$ cat src/sv/tsm_ram.sv
// Generic single-port write, single-port read RAM with a registered read.
// No dependencies.
module tsm_ram #(
    parameter int WIDTH = 8,
    parameter int DEPTH = 16
) (
    input  logic                     i_clk,
    input  logic                     i_we,
    input  logic [$clog2(DEPTH)-1:0] i_waddr,
    input  logic [WIDTH-1:0]         i_wdata,
    input  logic [$clog2(DEPTH)-1:0] i_raddr,
    output logic [WIDTH-1:0]         o_rdata
);
    logic [WIDTH-1:0] r_mem [DEPTH];
    logic [WIDTH-1:0] r_rdata;

    always_ff @(posedge i_clk) begin
        if (i_we) begin
            r_mem[i_waddr] <= i_wdata;
        end
        r_rdata <= r_mem[i_raddr];
    end

    assign o_rdata = r_rdata;
endmodule

$ cat config.mk
export PLATFORM = sky130hd
export DESIGN_NAME = tsm_ram
export DESIGN_NICKNAME = d
export VERILOG_FILES = /design/src/sv/tsm_ram.sv
export SDC_FILE = /design/constraint.sdc
export NUM_CORES = 1
export LEC_CHECK = 0
export BUFFER_PORTS_ARGS = -buffer_cell sky130_fd_sc_hd__buf_2
export CORE_MARGIN = 2
export CORE_UTILIZATION = 30
export CTS_CLUSTER_DIAMETER = 120
export DETAILED_ROUTE_END_ITERATION = 12
export PLACE_DENSITY = 0.48
export SLEW_MARGIN = 20
export SYNTH_ARGS = -nofsm -noshare
export SYNTH_HDL_FRONTEND = slang
export SYNTH_SLANG_ARGS = --single-unit
$ cat constraint.sdc
create_clock -name i_clk -period 2.3 [get_ports i_clk]
set_clock_uncertainty 0.2 [all_clocks]
set_input_delay 0.23 -clock i_clk [delete_from_list [all_inputs] [get_ports i_clk]]
set_output_delay 0.23 -clock i_clk [all_outputs]
set_load 0.005 [all_outputs]
==> flow_summary.ini, run 1 <==
[place]
preCtsSetupSlack_ns = 0.3584
dp_cells = 484
gp_congestion = 0.6698
port_buffers = 25
dp_hpwl_mm = 6.647

[yosys]
yosys_register_bits = 136
ys_types = 19
netlist_instances = 229
yosysSeqAreaShare_pct = 77.78
synth.net_count = 247
ys_warn_count = 0
syn_avg_cell_area_um2 = 22.48
syn-cell-area_um2 = 5147

[layout]
layout_common_cells = 128 x edfxtp_1, 25 x buf_2, 18 x mux4_2, 18 x buf_4, 17 x clkbuf_16
regArea_um2 = 4004
final_cells = 516
drive_above_1_share_pct = 31.08
diodes = 0
area_growth_pct = 21.17
final_common_cell = edfxtp_1
nFillCells = 1546
utilization_pct = 37.35
multi_input_area_um2 = 1057
finalNetCount = 301

[setup_path]
critical_path_class = flop to flop
path_cells = mux4_1 -> a22oi_1 -> nand2_1
worstPathBufferInverterCount = 0
crit_required_ns = 2.39
crit_slowest_cell = mux4_1
crit_family = multiplexers
r2r_setup_slack_ns = 0.73
crit_fanout = 1
cp-start-kind = flop
arrival_ns = 1.66
critPathMaxStageDelay_ns = 0.50
setup.worst_path.end_class = flop

[clock_tree]
cts_sinks = 136
ctsHoldBuffers = 0
cts_htree_levels = 4
cts_setup_buffers = 0
numCtsBuffers = 17
cts-root-buf = clkbuf_16
cts_tree = built
ctsResizeCount = 0
cts_buffer_depth = 2
clk_pin_slew_ns = 0.06
clk_latency_ns = 0.40

[power_and_ir_drop]
powerDensity_nw_per_um2 = 920.4
ir_drop_uv = 430.2
p_leak_nw = 2.107

[drt]
avgViaCountPerCell = 4.618
final_antenna_net_count = 0
drc = 0
firstDrtPassIters = 4
postRouteWirelength_mm = 10.02
vias = 2383
routedWlPerCell_um = 19.42
drt_iter0_markers = 158

[grt]
grt_pass1_vias = 2526
antenna_found_initial = 0
grt-ovfl-total = 0
track_usage_pct = 12.22
grt_max_degree = 33
grt_pass1_wl_mm = 15.53

[run]
maxCapViolCount = 0

[timing]
finalSetupViolations = 0
timing.final.ws_setup_ns = 0.7295
finalCritPeriodShare_pct = 68.28
rsz0062_at_grt = no
fmax_mhz = 636.7
tightest_slew_ns = 0.5690
slew_headroom_pct = 61.93
setup-tns-final_ns = 0
slew_violations = 0
final_hold_viol_count = 0
period_minus_slack_ns = 1.571

[worst_hold_path]
min_path_type = input pin to flop

[die]
die_h_um = 135.0
die_x_um = 135.0
rows = 47
ios = 26
die_area_um2 = 18220
core_area_um2 = 16700
initial_core_util_pct = 30.82

[outcome]
status = finished, final reports clean
==> logic make-up after synthesis <==
logic type / count (synthesis) / share of synthesized area, %
buffers and inverters: 10 / 1.677
AO/OA/AOI/OAI: 16 / 2.334
flip-flops: 136 / 77.78
multiplexers: 32 / 15.02
AND/OR/NAND/NOR: 35 / 3.184
==> metal layers <==
metal / vias to the layer above / wire (µm) / global-route usage, %
met1: 1248 / 4273 / 14.84
met3: 15 / 347 / 3.679
met5: - / 0 / 0
met2: 40 / 5215 / 20.22
met4: 0 / 186 / 5.382
li1: 1080 / - / -
==> synthesized netlist by cell type <==
library cell | n | area (µm²)
a22oi_1 | 16 | 120.1
and2_1 | 1 | 6.260
and2b_1 | 1 | 7.510
buf_2 | 3 | 15.01
buf_4 | 1 | 7.510
buf_6 | 3 | 33.78
clkdlybuf4s25_2 | 3 | 30.03
dfxtp_1 | 8 | 160.2
edfxtp_1 | 128 | 3844
mux4_1 | 14 | 367.9
mux4_2 | 18 | 405.4
nand2_1 | 9 | 33.78
nand2b_1 | 2 | 12.51
nand3_1 | 1 | 5.000
nand3b_1 | 2 | 15.01
nor2_1 | 13 | 48.80
nor2b_1 | 1 | 6.260
nor3_1 | 4 | 20.02
or3b_2 | 1 | 8.760
==> area by class of cell <==
type                            instances  area share (%)
Clock buffer                           24           7.723
Clock inverter                          8           1.906
Multi-Input combinational cell         83           16.95
Sequential cell                       136           64.19
Tap cell                              220           4.413
Timing Repair Buffer                   45           4.814
==> registers in the layout, summed over array words and instances, names as in the netlist <==
signal,count
o_rdata,8
r_mem,128
==> through the flow <==
stage | power (mW) | hold WS (ns) | cell area, µm²
after global placement | 3.093 | 0.4118 | 5637
after CTS | 5.802 | 0.003441 | 6237
after detailed placement | 3.100 | 0.4124 | 5637
final | 5.741 | 0.01225 | 6237
after global routing | 5.948 | 0.01416 | 6237
after floorplan | 2.976 | 0.1289 | 5147
==> power breakdown <==
part           leakage, nW  internal [mW]  switching [mW]  total, mW
combinational        0.585          0.112           0.142      0.254
clock                0.298           1.79           0.914       2.70
sequential            1.22           2.77          0.0149       2.79
==> worst paths after layout <==
path	from	endpoint	depth (start not counted)
min	i_wdata[2]	r_mem[6][2]	1
max reg2reg	r_mem[1][3]	o_rdata[3]	3
max	r_mem[1][3]	o_rdata[3]	3
min reg2reg	r_mem[14][4]	o_rdata[4]	3
(Power assumes the default switching activity.)
==> run 2, diff against run 1 <==
--- a/config.mk
+++ b/config.mk
@@ -5,12 +5,13 @@
 export SDC_FILE = /design/constraint.sdc
 export NUM_CORES = 1
 export LEC_CHECK = 0
+export ABC_AREA = 1
 export BUFFER_PORTS_ARGS = -buffer_cell sky130_fd_sc_hd__buf_2
 export CORE_MARGIN = 2
 export CORE_UTILIZATION = 30
 export CTS_CLUSTER_DIAMETER = 120
 export DETAILED_ROUTE_END_ITERATION = 12
-export PLACE_DENSITY = 0.48
+export PLACE_DENSITY = 0.49
 export SLEW_MARGIN = 20
 export SYNTH_ARGS = -nofsm -noshare
 export SYNTH_HDL_FRONTEND = slang
==> constraint.sdc (replaced) <==
create_clock -name i_clk -period 1.4 [get_ports i_clk]
set_clock_uncertainty 0.2 [all_clocks]
set_input_delay 0.14 -clock i_clk [delete_from_list [all_inputs] [get_ports i_clk]]
set_output_delay 0.14 -clock i_clk [all_outputs]
set_load 0.005 [all_outputs]
==> flow_summary.ini, run 2 <==
[outcome]
status = finished with violations
violations = hold timing

[grt]
antenna_found_initial = 0
grt_max_degree = 34
grt_pass1_wl_mm = 21.37
track_usage_pct = 14.39
grt_pass1_vias = 3908
grt-ovfl-total = 0

[drt]
drt_iter0_markers = 341
avgViaCountPerCell = 4.526
drc = 0
final_antenna_net_count = 0
firstDrtPassIters = 5
routedWlPerCell_um = 15.93
vias = 3892
postRouteWirelength_mm = 13.70

[setup_path]
crit_fanout = 8
setup.worst_path.end_class = flop
r2r_start = r_mem[7][6]
arrival_ns = 1.45
r2r_setup_slack_ns = 0.19
critical_path_class = input pin to flop
crit_required_ns = 1.55
startpoint = i_raddr[3]
cp-start-kind = input pin

[yosys]
synthArstFlopShare_pct = 0
synth.net_count = 569
post-synth-top-count-cell = nand2_1
yosysSeqAreaShare_pct = 69.43
ys_warn_count = 0
syn_avg_cell_area_um2 = 10.47
synth_top_area_share_pct = 66.65
ys_types = 12
synth_area_leader_cell = edfxtp_1
synth_ff_type = edfxtp_1
synthTopCellsByArea = edfxtp_1 67%, nand2_1 11%, nand3_1 8.4%
netlist_instances = 551
syn-cell-area_um2 = 5767
yosys_register_bits = 136
synth_enable_flop_cells = 128
synth_common_cells = 173 x nand2_1, 128 x edfxtp_1, 100 x inv_1

[clock_tree]
cts_buffer_depth = 2
cts-root-buf = clkbuf_16
cts_tree = built
ctsHoldBuffers = 8
clk_pin_slew_ns = 0.05
cts_setup_buffers = 0
cts_sinks = 136
clk_latency_ns = 0.42
numCtsBuffers = 17
cts_htree_levels = 4
ctsResizeCount = 0

[layout]
final_common_cell = nand2_1
regMostFlops = r_mem
nFillCells = 1852
area_growth_pct = 20.83
drive_above_1_share_pct = 13.74
layout_common_cells = 173 x nand2_1, 128 x edfxtp_1, 100 x inv_1
diodes = 0
finalNetCount = 631
largest_register_ffs = 128

[die]
core_area_um2 = 18770
die_area_um2 = 20350
die_h_um = 142.6
ios = 26
rows = 50
die_x_um = 142.6
initial_core_util_pct = 30.73

[place]
port_buffers = 25
preCtsSetupSlack_ns = -0.02370
gp_congestion = 0.8040
dp_hpwl_mm = 9.005

[timing]
setup-tns-final_ns = 0
rsz0062_at_grt = no
hold_slack_ns = -0.006460
fmax_mhz = 774.7
tightest_slew_ns = 0.4185
slew_headroom_pct = 72.10
slew_violations = 0
timing.final.ws_setup_ns = 0.1092
finalSetupViolations = 0
final_hold_viol_count = 10
period_minus_slack_ns = 1.291
finalCritPeriodShare_pct = 92.20

[worst_hold_path]
min_from = i_wdata[6]
min_path_type = input pin to flop

[power_and_ir_drop]
finalPower_mw = 9.192
ir_drop_uv = 824.6
p_leak_nw = 3.017
powerDensity_nw_per_um2 = 1319

[run]
maxCapViolCount = 0
[run 2: changes by cell type after synthesis, sizes merged, moves of 16 or more]
| cell | delta |
|---|---|
| buf | +17 |
| nand3 | +96 |
| inv | +102 |
| a22oi | -16 |
| nand2 | +164 |
| mux4 | -32 |
[run 2: cell families after synthesis]
| logic type | count (synthesis) | share of synthesized area (%) |
|---|---|---|
| simple gates | 289 | 21.05 |
| buf+inv | 126 | 9.525 |
| flops | 136 | 69.43 |
[run 2: metrics by stage]
| stage | instances | area, µm² | util [%] |
|---|---|---|---|
| 2_1_floorplan | 551 | 5767 | - |
| 5_1_grt | 860 | 6968 | 37.13 |
| 3_3_place_gp | 820 | 6361 | 33.89 |
| 4_1_cts | 860 | 6968 | 37.13 |
| 3_5_place_dp | 820 | 6361 | 33.89 |
| 6_report | 860 | 6968 | 37.13 |
[run 2: metal layers]
layer	vias up	track usage, %	routed length [µm]
met5	-	0	0
met4	0	7.660	403
met3	27	2.783	539
met2	94	23.61	6610
met1	1875	18.03	6148
li1	1896	-	-
[run 2: path summary, 6_finish.rpt]
path                 endpoint  cells after the start
setup / recovery   o_rdata[6]                      5
hold / removal    r_mem[3][6]                      1
setup reg to reg   o_rdata[6]                      6
hold reg to reg    o_rdata[2]                      6
[run 2: cell type report]
class	instances	area, µm²	share of cell area, %
Sequential cell	136	4004	57.46
Multi-Input combinational cell	289	1214	17.42
Timing Repair Buffer	67	548.0	7.865
Clock buffer	28	506.7	7.272
Inverter	102	382.9	5.495
Tap cell	234	292.8	4.202
Clock inverter	4	20.02	0.2873
[run 2: critical path, stage by stage]
cell	delay (ns)
dlygate4sd3_1	0.53
buf_2	0.18
inv_1	0.25
nand3_1	0.22
nand2_1	0.12
[run 2: report_power, final]
part           switching [mW]  internal, mW
registers              0.0285          4.55
clock network            1.55          2.44
logic                   0.402         0.219
==> run 3, diff against run 2 <==
--- a/config.mk
+++ b/config.mk
@@ -7,6 +7,7 @@
 export LEC_CHECK = 0
 export ABC_AREA = 1
 export BUFFER_PORTS_ARGS = -buffer_cell sky130_fd_sc_hd__buf_2
+export CORE_ASPECT_RATIO = 0.8
 export CORE_MARGIN = 2
 export CORE_UTILIZATION = 30
 export CTS_CLUSTER_DIAMETER = 120
==> flow_summary.ini, run 3 (synthesis gave the netlist of run 2 again) <==
[layout]
regMostFlops = r_mem
multi_input_area_um2 = 1214
final_common_cell = nand2_1
drive_above_1_share_pct = 14.70
finalNetCount = 631
area_growth_pct = 23.61
largest_register_ffs = 128
regArea_um2 = 4004
layout_common_cells = 173 x nand2_1, 128 x edfxtp_1, 99 x inv_1
nFillCells = 1928

[power_and_ir_drop]
p_leak_nw = 3.063
p_seq_share_pct = 45.8
swShare_pct = 20.88
p_clk_share_pct = 47.9
powerDensity_nw_per_um2 = 1403
p_switching_mw = 2.088
ir_drop_uv = 841.9
comb_power_share_pct = 6.3
intPower_mw = 7.911

[clock_tree]
cts-root-buf = clkbuf_16
cts_htree_levels = 4
clk_latency_ns = 0.41
cts_buffer_depth = 2
numCtsBuffers = 17
cts_sinks = 136
cts_setup_buffers = 0
cts_tree = built
clk_pin_slew_ns = 0.06

[place]
gp_congestion = 0.7848
port_buffers = 25
dp_hpwl_mm = 9.070

[grt]
antenna_found_initial = 1
grt-ovfl-total = 0
grtUsageMet1_pct = 20.32
met2_usage_pct = 22.76
grt_pass1_wl_mm = 22.09
globalRouteMet3Util_pct = 3.623
grt_max_degree = 33
busiest_layer = met2
track_usage_pct = 14.61
grt_pass1_vias = 3848

[timing]
slew_violations = 0
tightest_slew_ns = 0.3977
finalCritPeriodShare_pct = 95.02
fmax_mhz = 751.7
finalSetupViolations = 0
final_hold_viol_count = 0
hold_slack_ns = 0.02925
setup-tns-final_ns = 0
rsz0062_at_grt = no
slew_headroom_pct = 73.48
period_minus_slack_ns = 1.330

[drt]
postRouteWirelength_mm = 14.13
avgViaCountPerCell = 4.369
vias = 3867
drc = 0
firstDrtPassIters = 8
final_antenna_net_count = 0
routedWlPerCell_um = 15.96
drt_iter0_markers = 244

[die]
die_x_um = 159.0
rows = 45
initial_core_util_pct = 30.48
die_h_um = 128.0
core_area_um2 = 18920
ios = 26
die_area_um2 = 20350

[outcome]
status = finished, final reports clean

[worst_hold_path]
min_path_type = input pin to flop

[setup_path]
setup.worst_path.end_class = flop
crit_required_ns = 1.50
r2r_start = r_mem[13][3]
arrival_ns = 1.43
startpoint = i_raddr[3]
r2r_setup_slack_ns = 0.24
crit_fanout = 9
critical_path_class = input pin to flop
r2r-end = o_rdata[3]
r2r_cells = 6
endpoint = o_rdata[1]
cp-start-kind = input pin

[run]
maxCapViolCount = 0
-- run 3: how the worst min path moves through the flow --
stage | depth (start not counted) | start | endpoint
2_1_floorplan | 0 | i_wdata[0] | r_mem[0][0]
3_3_place_gp | 3 | i_raddr[3] | o_rdata[1]
3_5_place_dp | 3 | i_raddr[3] | o_rdata[1]
4_1_cts | 3 | i_we | r_mem[1][6]
5_1_grt | 3 | i_we | r_mem[1][6]
6_report | 3 | i_we | r_mem[1][6]
-- run 3: what timing repair did --
item / in CTS / in global routing
hold buffers: 9 / 0
hold endpoints to repair: 136 / 0
setup endpoints to repair: 0 / 1
resized for setup: 0 / 2
-- run 3: metal layers --
layer	wire length (µm)	vias to the layer above	share of wire, %
met3	798	9	5.6
met1	6873	1861	49
li1	-	1898	-
met4	110	0	0.78
met5	0	-	0
met2	6346	99	45
-- run 3: stage by stage --
stage / utilization, % / worst slack [ns] / total power, mW / instance area, µm² / instances
after floorplan: - / 0.1092 / 4.982 / 5767 / 551
after global routing: 37.68 / 0.009911 / 10.35 / 7128 / 885
after CTS: 37.63 / 0.03493 / 10.10 / 7119 / 884
final: 37.68 / 0.06966 / 9.999 / 7128 / 885
after detailed placement: 33.81 / 0.02018 / 5.278 / 6396 / 843
after global placement: 33.81 / 0.04158 / 5.273 / 6396 / 843
-- run 3: power groups by stage --
stage / sequential [mW] / combinational [mW] / clock, mW
final: 4.58 / 0.626 / 4.79
after global routing: 4.59 / 0.697 / 5.06
after CTS: 4.59 / 0.633 / 4.88
after detailed placement: 4.67 / 0.608 / 0
after global placement: 4.67 / 0.603 / 0
after floorplan: 4.66 / 0.321 / 0
-- run 3: critical path, cell delays in order --
cell	delay [ns]
dlygate4sd3_1	0.53
clkbuf_4	0.22
clkinvlp_4	0.25
nand3_1	0.20
nand2_1	0.08
-- run 3: cell type report --
cell class,count,share of cell area (%)
Multi-Input combinational cell,289,17.03
Sequential cell,136,56.17
Clock inverter,15,2.914
Clock buffer,17,5.968
Tap cell,258,4.529
Antenna cell,1,0.03511
Inverter,102,5.424
Timing Repair Buffer,67,7.934
